--- src/hsdc_pkg.sv ---
`timescale 1ns / 1ps
// Package with shared types and constants for the humidity sensor defog control core.
package hsdc_pkg;

	localparam int CFG_DATA_WIDTH = 32;
	localparam int CFG_INDEX_WIDTH = 3;
	localparam int LEVEL_WIDTH = 14;

	typedef enum logic [2:0] {
		ST_OK           = 3'd0,
		ST_NOT_INIT     = 3'd1,
		ST_DISCONNECTED = 3'd2,
		ST_BAD_READING  = 3'd3,
		ST_OUT_OF_RANGE = 3'd4
	} status_t;

	typedef enum logic [CFG_INDEX_WIDTH-1:0] {
		REG_SENSOR_READY     = 3'd0,
		REG_SENSOR_HEALTHY   = 3'd1,
		REG_SATURATION_LEVEL = 3'd2,
		REG_RELEASE_LEVEL    = 3'd3,
		REG_SATURATION_TIME  = 3'd4,
		REG_HEAT_TIME        = 3'd5,
		REG_COOLDOWN_TIME    = 3'd6
	} reg_index_t;

	localparam logic [LEVEL_WIDTH-1:0] SATURATION_LEVEL_RST = 14'd9900;
	localparam logic [LEVEL_WIDTH-1:0] RELEASE_LEVEL_RST = 14'd9000;
	localparam logic [31:0] SATURATION_TIME_RST = 32'd600000;
	localparam logic [31:0] HEAT_TIME_RST = 32'd300000;
	localparam logic [31:0] COOLDOWN_TIME_RST = 32'd30000;

	localparam logic signed [15:0] TEMP_MIN = -16'sd4000;
	localparam logic signed [15:0] TEMP_MAX = 16'sd12500;
	localparam logic signed [15:0] HUM_MIN = 16'sd0;
	localparam logic signed [15:0] HUM_MAX = 16'sd10000;

endpackage

--- src/humidity_sensor_defog_control_core.sv ---
`timescale 1ns / 1ps
// Humidity sensor defog control core: reading check, saturation timing, heater and defog flags.
// A transaction is captured in the input register, then its result in the output register.
// One transaction per cycle while out_stall is low; the input register feeds one compare stage.
// The output register lets a new transaction enter while a result waits under stall.
// Reset clears valids, heater and saturation state, and loads register defaults.
// Status, heater and hold timing all follow from one pass over the registered reading.
module humidity_sensor_defog_control_core #(
	parameter int TIME_WIDTH = 32
) (
	input  logic                                    clk,
	input  logic                                    arst_n,
	input  logic                                    cfg_we,
	input  logic [hsdc_pkg::CFG_INDEX_WIDTH-1:0]    cfg_index,
	input  logic [hsdc_pkg::CFG_DATA_WIDTH-1:0]     cfg_data,
	input  logic                                    in_valid,
	output logic                                    in_stall,
	input  logic [31:0]                             now_ms,
	input  logic signed [15:0]                      temp_centi,
	input  logic signed [15:0]                      hum_centi,
	input  logic                                    reading_ok,
	output logic                                    out_valid,
	input  logic                                    out_stall,
	output hsdc_pkg::status_t                       status,
	output logic signed [14:0]                      temp_out,
	output logic                                    temp_blanked,
	output logic [13:0]                             hum_out,
	output logic                                    heater_on,
	output logic                                    defogging
);
	import hsdc_pkg::*;

	localparam int CW = (TIME_WIDTH > 32) ? TIME_WIDTH : 32;

	logic                   sensor_ready_q;
	logic                   sensor_healthy_q;
	logic [LEVEL_WIDTH-1:0] saturation_level_q;
	logic [LEVEL_WIDTH-1:0] release_level_q;
	logic [31:0]            saturation_time_q;
	logic [31:0]            heat_time_q;
	logic [31:0]            cooldown_time_q;

	logic                   heater_active_q;
	logic                   saturation_tracking_q;
	logic [TIME_WIDTH-1:0]  saturation_start_q;
	logic [TIME_WIDTH-1:0]  heat_start_q;
	logic [TIME_WIDTH-1:0]  hold_until_q;

	logic                   valid_s1;
	logic [31:0]            now_s1;
	logic signed [15:0]     temp_s1;
	logic signed [15:0]     hum_s1;
	logic                   ok_s1;

	logic                   out_valid_q;
	logic                   advance;

	logic [CW-1:0]          now_cw;
	logic [TIME_WIDTH-1:0]  now_t;
	logic [TIME_WIDTH-1:0]  sat_diff;
	logic [TIME_WIDTH-1:0]  heat_diff;
	logic [CW-1:0]          hold_sum;
	logic                   hum_saturated;
	logic                   hum_released;
	logic                   sat_expired;
	logic                   heat_expired;
	logic                   temp_bad;
	logic                   hum_bad;

	status_t                status_d;
	logic                   blanked_d;
	logic signed [14:0]     temp_d;
	logic [13:0]            hum_d;
	logic                   heater_d;
	logic                   tracking_d;
	logic [TIME_WIDTH-1:0]  sat_start_d;
	logic [TIME_WIDTH-1:0]  heat_start_d;
	logic [TIME_WIDTH-1:0]  hold_until_d;

	assign advance = valid_s1 && (!out_valid_q || !out_stall);
	assign in_stall = valid_s1 && !advance;
	assign out_valid = out_valid_q;

	assign now_cw = CW'(now_s1);
	assign now_t = now_cw[TIME_WIDTH-1:0];
	assign sat_diff = now_t - saturation_start_q;
	assign heat_diff = now_t - heat_start_q;
	assign hold_sum = now_cw + CW'(cooldown_time_q);
	assign hum_saturated = hum_s1 >= $signed({2'b00, saturation_level_q});
	assign hum_released = hum_s1 < $signed({2'b00, release_level_q});
	assign sat_expired = CW'(sat_diff) > CW'(saturation_time_q);
	assign heat_expired = CW'(heat_diff) > CW'(heat_time_q);
	assign temp_bad = (temp_s1 < TEMP_MIN) || (temp_s1 > TEMP_MAX);
	assign hum_bad = (hum_s1 < HUM_MIN) || (hum_s1 > HUM_MAX);

	always_comb begin
		status_d = ST_OK;
		blanked_d = 1'b0;
		temp_d = '0;
		hum_d = '0;
		heater_d = heater_active_q;
		tracking_d = saturation_tracking_q;
		sat_start_d = saturation_start_q;
		heat_start_d = heat_start_q;
		hold_until_d = hold_until_q;
		if (!sensor_ready_q) begin
			status_d = ST_NOT_INIT;
		end else if (!sensor_healthy_q) begin
			status_d = ST_DISCONNECTED;
		end else if (!ok_s1) begin
			status_d = ST_BAD_READING;
		end else begin
			if (!heater_active_q) begin
				if (hum_saturated) begin
					if (!saturation_tracking_q) begin
						tracking_d = 1'b1;
						sat_start_d = now_t;
					end else if (sat_expired) begin
						heater_d = 1'b1;
						heat_start_d = now_t;
						hold_until_d = hold_sum[TIME_WIDTH-1:0];
					end
				end else begin
					tracking_d = 1'b0;
				end
			end else begin
				blanked_d = 1'b1;
				hold_until_d = hold_sum[TIME_WIDTH-1:0];
				if (heat_expired || hum_released) begin
					heater_d = 1'b0;
					tracking_d = 1'b0;
				end
			end
			if ((!blanked_d && temp_bad) || hum_bad) begin
				status_d = ST_OUT_OF_RANGE;
				blanked_d = 1'b0;
			end else begin
				temp_d = blanked_d ? '0 : temp_s1[14:0];
				hum_d = hum_s1[13:0];
			end
		end
	end

	always_ff @(posedge clk or negedge arst_n) begin
		if (!arst_n) begin
			sensor_ready_q <= 1'b0;
			sensor_healthy_q <= 1'b1;
			saturation_level_q <= SATURATION_LEVEL_RST;
			release_level_q <= RELEASE_LEVEL_RST;
			saturation_time_q <= SATURATION_TIME_RST;
			heat_time_q <= HEAT_TIME_RST;
			cooldown_time_q <= COOLDOWN_TIME_RST;
		end else if (cfg_we) begin
			case (cfg_index)
				REG_SENSOR_READY: begin
					sensor_ready_q <= cfg_data[0];
				end
				REG_SENSOR_HEALTHY: begin
					sensor_healthy_q <= cfg_data[0];
				end
				REG_SATURATION_LEVEL: begin
					saturation_level_q <= cfg_data[LEVEL_WIDTH-1:0];
				end
				REG_RELEASE_LEVEL: begin
					release_level_q <= cfg_data[LEVEL_WIDTH-1:0];
				end
				REG_SATURATION_TIME: begin
					saturation_time_q <= cfg_data;
				end
				REG_HEAT_TIME: begin
					heat_time_q <= cfg_data;
				end
				REG_COOLDOWN_TIME: begin
					cooldown_time_q <= cfg_data;
				end
				default: begin
				end
			endcase
		end
	end

	always_ff @(posedge clk or negedge arst_n) begin
		if (!arst_n) begin
			valid_s1 <= 1'b0;
			out_valid_q <= 1'b0;
			heater_active_q <= 1'b0;
			saturation_tracking_q <= 1'b0;
			saturation_start_q <= '0;
			heat_start_q <= '0;
			hold_until_q <= '0;
		end else begin
			if (in_valid && !in_stall) begin
				valid_s1 <= 1'b1;
			end else if (advance) begin
				valid_s1 <= 1'b0;
			end
			if (advance) begin
				out_valid_q <= 1'b1;
				heater_active_q <= heater_d;
				saturation_tracking_q <= tracking_d;
				saturation_start_q <= sat_start_d;
				heat_start_q <= heat_start_d;
				hold_until_q <= hold_until_d;
			end else if (!out_stall) begin
				out_valid_q <= 1'b0;
			end
		end
	end

	always_ff @(posedge clk) begin
		if (in_valid && !in_stall) begin
			now_s1 <= now_ms;
			temp_s1 <= temp_centi;
			hum_s1 <= hum_centi;
			ok_s1 <= reading_ok;
		end
		if (advance) begin
			status <= status_d;
			temp_out <= temp_d;
			temp_blanked <= blanked_d;
			hum_out <= hum_d;
			heater_on <= heater_d;
			defogging <= heater_d || (now_t < hold_until_d);
		end
	end

endmodule
--- config.mk ---
export PLATFORM = sky130hd
export DESIGN_NAME = humidity_sensor_defog_control_core
export DESIGN_NICKNAME = d
export VERILOG_FILES = /design/src/hsdc_pkg.sv /design/src/humidity_sensor_defog_control_core.sv
export SDC_FILE = /design/constraint.sdc
export NUM_CORES = 1
export LEC_CHECK = 0
export ABC_AREA = 1
export BUFFER_PORTS_ARGS = -buffer_cell sky130_fd_sc_hd__clkbuf_2
export CAP_MARGIN = 25
export CORE_MARGIN = 2
export CORE_UTILIZATION = 45
export DETAILED_ROUTE_END_ITERATION = 10
export PLACE_DENSITY_LB_ADDON = 0.12
export SLEW_MARGIN = 20
export SYNTH_ARGS = -nofsm -noshare
export SYNTH_HDL_FRONTEND = slang
export SYNTH_SLANG_ARGS = --single-unit
--- constraint.sdc ---
create_clock -name clk -period 6.8 [get_ports clk]
set_input_delay 0.34 -clock clk [delete_from_list [all_inputs] [get_ports clk]]
set_output_delay 0.34 -clock clk [all_outputs]
set_load 0.01 [all_outputs]
-- Word-level counts from Yosys, hierarchy flattened
Cells that the tools add are included.
- bits in registers: 326
- bits in latches: 0
- bits in writable memories: 0
- ROM bits: 0
- input port bits: 105
- output and inout port bits: 37
- logic and storage cells: 109
- memories kept: 0
- add/subtract/negate cells: 3
- multiply operators: 0
- div/mod/pow operators: 0
- magnitude comparators: 9
- equality and inequality tests: 8
- shift operators: 0
- mux-type cells: 29
- bitwise logic cells: 5
- reductions and logical operators: 30
- operator list (cell ; count):
    32-bit 2-to-1 mux ; 7
    32-bit > comparator ; 2
    32-bit subtractor ; 2
    32-bit adder ; 1
    16-bit by 15-bit > comparator with 1-bit output (second input constant) ; 2
    32-bit < comparator ; 1
    1-bit 2-to-1 mux ; 19
    16-bit by 15-bit greater-or-equal comparator with 1-bit output ; 1
    16-bit by 1-bit < comparator with 1-bit output (second input constant) ; 1
    16-bit by 13-bit < comparator with 1-bit output (second input constant) ; 1
    16-bit by 15-bit < comparator with 1-bit output ; 1
    2-bit AND reduction ; 7
    3-bit equality test (second input constant) ; 3
    8-bit AND reduction ; 1
    7-bit AND reduction ; 1
    3-bit by 2-bit equality test with 1-bit output (second input constant) ; 2
    1-bit logical OR ; 6
    1-bit zero test ; 5
    1-bit inverter ; 5
    5-bit AND reduction ; 1
    5-bit OR reduction ; 1
    1-bit logical AND ; 4
    2-bit 2-to-1 mux ; 2
    2-bit by 1-bit inequality test with 1-bit output (second input constant) ; 2
    6 further kinds ; 6

-- Depth between registers and ports, before layout
- word-level depth: 11
- depth in mapped cells: 47
- mapped depth without buffers: 44

-- Worst setup path before layout
No wires, ideal clock.
- path type: reg-to-reg
- start: reg now_s1[0], in the netlist now_cw[0]
- end: reg defogging, data pin
- library setup time: 0.253 ns
- arrival time: 4.789 ns
- data required time: 6.547 ns
- slack: 1.758 ns
- stages on the path, launching flop included: 42
- buffers on the path: 3
- clock period less this slack: 5.042 ns
- cells stage by stage: edfxtp_1 inv_1 ha_1 inv_1 fa_1 nand2_1 nand2_1 a21oi_1 o21ai_1 nand3_1 nand3_1 nand4_1 o211ai_1 a221oi_1 xor2_1 ha_1 nand2_1 nor2_1 [... 6 more ...] nand2_2 nand2_1 buf_6 inv_4 buf_6 buf_6 nand2_1 o21ai_2 ha_1 nand2_1 o21ai_0 nand3_1 nand2_1 nand2_1 a21oi_1 a211oi_1 nand2_1 nand2_1
- cells in the longest elaborated chain, start to end: 11
- elaborated cells on any way between the ends: 23
- those cells by class: 3 x add/sub; 3 x order compare; 15 x mux; 2 x reduce/logical
- ends and longest elaborated chain (element ; RTL line ; source):
    start, declared ; humidity_sensor_defog_control_core.sv:50 ; logic [31:0] now_s1;
    start signal, assigned ; humidity_sensor_defog_control_core.sv:212 ; now_s1 <= now_ms;
    32-bit subtractor ; humidity_sensor_defog_control_core.sv:86 ; assign sat_diff = now_t - saturation_start_q;
    32-bit > comparator ; humidity_sensor_defog_control_core.sv:91 ; assign sat_expired = CW'(sat_diff) > CW'(saturation_time_q);
    32-bit 2-to-1 mux ; humidity_sensor_defog_control_core.sv:118 ; end else if (sat_expired) begin
    32-bit 2-to-1 mux ; humidity_sensor_defog_control_core.sv:115 ; if (!saturation_tracking_q) begin
    32-bit 2-to-1 mux ; humidity_sensor_defog_control_core.sv:114 ; if (hum_saturated) begin
    32-bit 2-to-1 mux ; humidity_sensor_defog_control_core.sv:113 ; if (!heater_active_q) begin
    32-bit 2-to-1 mux ; humidity_sensor_defog_control_core.sv:110 ; end else if (!ok_s1) begin
    32-bit 2-to-1 mux ; humidity_sensor_defog_control_core.sv:108 ; end else if (!sensor_healthy_q) begin
    32-bit 2-to-1 mux ; humidity_sensor_defog_control_core.sv:106 ; if (!sensor_ready_q) begin
    32-bit < comparator ; humidity_sensor_defog_control_core.sv:223 ; defogging <= heater_d || (now_t < hold_until_d);
    1-bit logical OR * ; humidity_sensor_defog_control_core.sv:223 ;
    end signal, assigned ; humidity_sensor_defog_control_core.sv:223 ;
    end, declared ; humidity_sensor_defog_control_core.sv:29 ; output logic defogging
Mark *: on every way between the ends. The rest lies on a longest branch, timed or not.
A chain may end at the register's enable or synchronous reset.

-- Final worst setup path
Ends and elaborated chain as after synthesis.

==> results list <==
- Outcome: completed
- In this run the power spent charging and discharging nets is 3.39 mW.
* Number of distinct library cells after synthesis: 57
- On the critical path, the stage with the largest delay is an instance of sky130_fd_sc_hd__inv_4.
- Rel. slew slack: 39.9%
- Pin count of the biggest net entering global routing: 119
- The worst register-to-register path begins at now_cw[0]$_DFFE_PP_.
- Counting every net in the synthesized netlist gives 2661.
* Detailed-route vias per instance: 5.15
- The net count of the finished layout is 2874.
- Detailed placer's ending HPWL: 41.8 mm
- The initial utilization of the core area, before any placement, comes to 45.5%.
- In this run the vertical extent of the chip is 215 um.
- In this run the critical register-to-register path is captured at defogging$_DFFE_PP_.
* Via count of the first global-routing pass: 16308
- Commonest cells after routing, fill and taps aside: 495 x sky130_fd_sc_hd__nand2_1, 372 x sky130_fd_sc_hd__inv_1, 221 x sky130_fd_sc_hd__o21ai_0, 215 x sky130_fd_sc_hd__ha_1, 190 x sky130_fd_sc_hd__dfrtp_1
- The worst setup path is launched from a register.
- Capturing element of the worst setup path: defogging$_DFFE_PP_
* Routability congestion estimate from global placement: 0.933
- Ranked by total cell area, the synthesized netlist is headed by sky130_fd_sc_hd__dfrtp_1 24%, sky130_fd_sc_hd__edfxtp_1 15%, sky130_fd_sc_hd__ha_1 13%.
- For the pin with the worst max-slew slack, the measured transition is 0.902 ns.
- The worst setup path is captured at a register.
- Post-Synthesis Cell Area: 20000 um^2
- Summing all placed instances gives a cell area of 21400 um^2.
- Layout filler cell count: 4173
- Worst IR Drop VDD: 0.215 mV
- Input/output buffers: 141
- In this run the most critical hold path is launched from now_ms[8].
- Sw Share: 39.6%
- The analysis attributes to cell leakage a power of 11.1 nW.
* Register area share after synthesis: 43.5%
- For this run, the slowest stage of the critical path takes 0.44 ns.
- For this design the ratio of total power to cell area is 366 nW/um^2.
- The final count of hold timing violations was 0.
- Fraction of layout cells with a size suffix above 1: 12.9%
- For this run, the leading register cell type out of synthesis is sky130_fd_sc_hd__dfrtp_1.
- The pre-antenna-repair detailed-routing pass consisted of 5 iterations.
- The clock network is responsible for 24.7% of the overall power.
- Post-Synthesis Cells: 2338
- Most common cell after layout, fill and taps aside: sky130_fd_sc_hd__nand2_1
- In this run the standard cell core region covers 44000 um^2.
- Clock buffers created by TritonCTS: 39
- Relative to the synthesized area, the layout overhead comes to 16.7%.
- Clock Path Buffers: 3
- Worst Path Required: 7.23 ns
* GRT overflow: 0
- Critical Path Fanout Max: 48
- The worst register-to-register path has a setup slack of 0.65 ns.
- Setup violations remaining at the end of the flow were counted as 0.
* Final clock period utilization by the worst path: 90.4%
- Data on the critical path arrives at its endpoint at 6.58 ns.
- Min Tclk post-route: 6.15 ns
- The clock net in this run drives a total of 326 sinks.
- Maximum clock rate: 0.163 GHz
* Die Width: 215 um
- Post-CTS sizing: 0
- TritonCTS built the clock tree.
- Summing all multi-input logic gate instances after layout gives 9700 um^2.
- The die covers 46200 um^2.
- Setup repair after global routing left no endpoint under its margin.
- First-pass GRT wire length: 89.0 mm
- Core Rows: 77
* Top cell type by total area after synthesis: sky130_fd_sc_hd__dfrtp_1
- R2R cell count: 37
- The worst hold path belongs to the class input port to register.
- Number of post-CTS setup repair buffers: 0
* Clock latency reported for the late side of the worst-skew pair: 0.56 ns
- Number of DRC markers after the initial detailed-route iteration: 1229
- Clock-pin slew of the registers on the worst-case setup and hold paths: 0.06 ns
- Final Max Tran Viols: 0
* GRT Util Overall: 24.6%
- H-tree level count: 2
- Post-synthesis async set-or-reset flop share: 69.3%
- Max-cap violations in this run came to 0.
- Setup tns final: 0 ns
* Wirelength per Cell: 17.6 um
- Design area: 23400 um^2
- Post-synth EDFFs: 100
* Post-synthesis area per instance: 8.57 um^2
* Top-area cell type share of the netlist area: 23.7%
- Sequential cell area: 8700 um^2
- After synthesis the netlist holds a flip-flop and latch count of 326.
- The clock arrives with 0.0205 ns of skew.
- Post-route antenna net violation count: 0
- Total length of routed wires: 55.8 mm
- Critical Path Start: now_cw[0]$_DFFE_PP_
- For this run, the number of Yosys warnings is 0.
- After detailed routing, the number of remaining DRC violations is 0.
- The routed layout has 16349 vias.
* Most Frequent Cell on Critical Path: sky130_fd_sc_hd__nand2_1
* Clock root buffer: sky130_fd_sc_hd__clkbuf_16
* Comb power frac: 43.1%
- Io pins: 142
* Portion of total power attributed to sequential cells: 32.2%
* Type of the worst setup path: register to register
* Internal power of the cells: 5.17 mW
- Antenna violations before repair: 1
## layout make-up
| class | instances | area share, % |
|---|---|---|
| multi-input cells | 1583 | 41.5 |
| inverters | 381 | 6.13 |
| clock buffers | 50 | 4.49 |
| clock inverters | 22 | 0.975 |
| diodes | 1 | 0.0107 |
| flip-flops and latches | 326 | 37.3 |
| repair buffers | 220 | 6.46 |
| well taps | 592 | 3.17 |
## worst min-delay path by stage
stage / end / slack, ns / cells past startpoint
after detailed placement: heat_start_q[22]$_DFFE_PN0P_ / 0.47 / 2
after floorplan: cooldown_time_q[0]$_DFFE_PN0P_ / 0.04 / 0
after global placement: heat_start_q[9]$_DFFE_PN0P_ / 0.47 / 2
after CTS: now_cw[8]$_DFFE_PP_ / 0.004 / 1
after global routing: now_cw[8]$_DFFE_PP_ / 0.002 / 1
final: now_cw[8]$_DFFE_PP_ / 0.02 / 1
## registers in the layout, indices dropped and copies added (netlist names), 3 cells and up
name / cells
now_cw: 32
temp_s1: 16
saturation_start_q: 32
heat_time_q: 32
saturation_level_q: 14
saturation_time_q: 32
cooldown_time_q: 32
release_level_q: 14
hum_out: 14
temp_out: 15
status: 3
heat_start_q: 32
hum_s1: 16
hold_until_q: 32
## cell usage after synthesis (all sizes together), types with 2 or more instances
library cell / instances
nand2: 503
inv: 380
o21ai: 311
ha: 215
dfrtp: 190
a21oi: 175
nor2: 125
edfxtp: 100
xor2: 55
nand3: 51
clkbuf: 41
dfstp: 36
xnor2: 33
nand4: 19
nor3: 18
a31oi: 11
a21boi: 8
a21o: 7
buf: 7
nor4: 7
o21a: 7
o211ai: 6
o21bai: 6
a211oi: 4
a221oi: 3
fa: 3
o2111ai: 2
o221ai: 2
o22ai: 2
o31ai: 2
## power groups by stage
stage	Sequential [mW]	Clock (mW)	Combinational [mW]
floorplan	2.71	0	2.71
global placement	2.77	0	3.57
detailed placement	2.78	0	3.64
CTS	2.75	2.15	3.69
global route	2.81	2.24	4.22
finish	2.76	2.11	3.69
## timing repair
item | in CTS | in global routing
hold buffers | 64 | 0
endpoints found under the hold margin | 147 | 0
setup endpoints to repair | 0 | 0
## per-layer routing
layer	GRT usage, %	part of all wire, %
met5	0	0
met4	6.44	2.1
met3	3.30	4.8
met2	39.6	45
met1	34.9	48
## worst max-delay path: cells and delay by family, from the launching register on
family,cells,cell delay (ns)
buffers and inverters,4,0.84
flip-flops,1,0.40
AND/OR/NAND/NOR,20,2.05
XOR/XNOR,1,0.11
adder cells (fa/ha/maj),4,1.11
AO/OA/AOI/OAI,8,1.52
## logic make-up after synthesis
logic type | synth area share [%]
compound gates | 15.9
xor+xnor | 3.85
fa+ha+maj | 13.7
buf+inv | 8.24
flops | 43.5
mux | 0.0500
simple gates | 14.7
## stage by stage
stage	worst slack, ns	cells	hold slack [ns]	power (mW)	util [%]
after floorplan	1.76	2338	0.0444	5.42	-
after global placement	0.840	3035	0.465	6.34	48.6
after detailed placement	0.672	3037	0.473	6.42	48.7
after CTS	0.657	3173	0.00355	8.60	53.0
after global routing	0.0684	3174	0.00222	9.26	53.1
final	0.650	3175	0.0215	8.55	53.1
(Power assumes the default switching activity.)
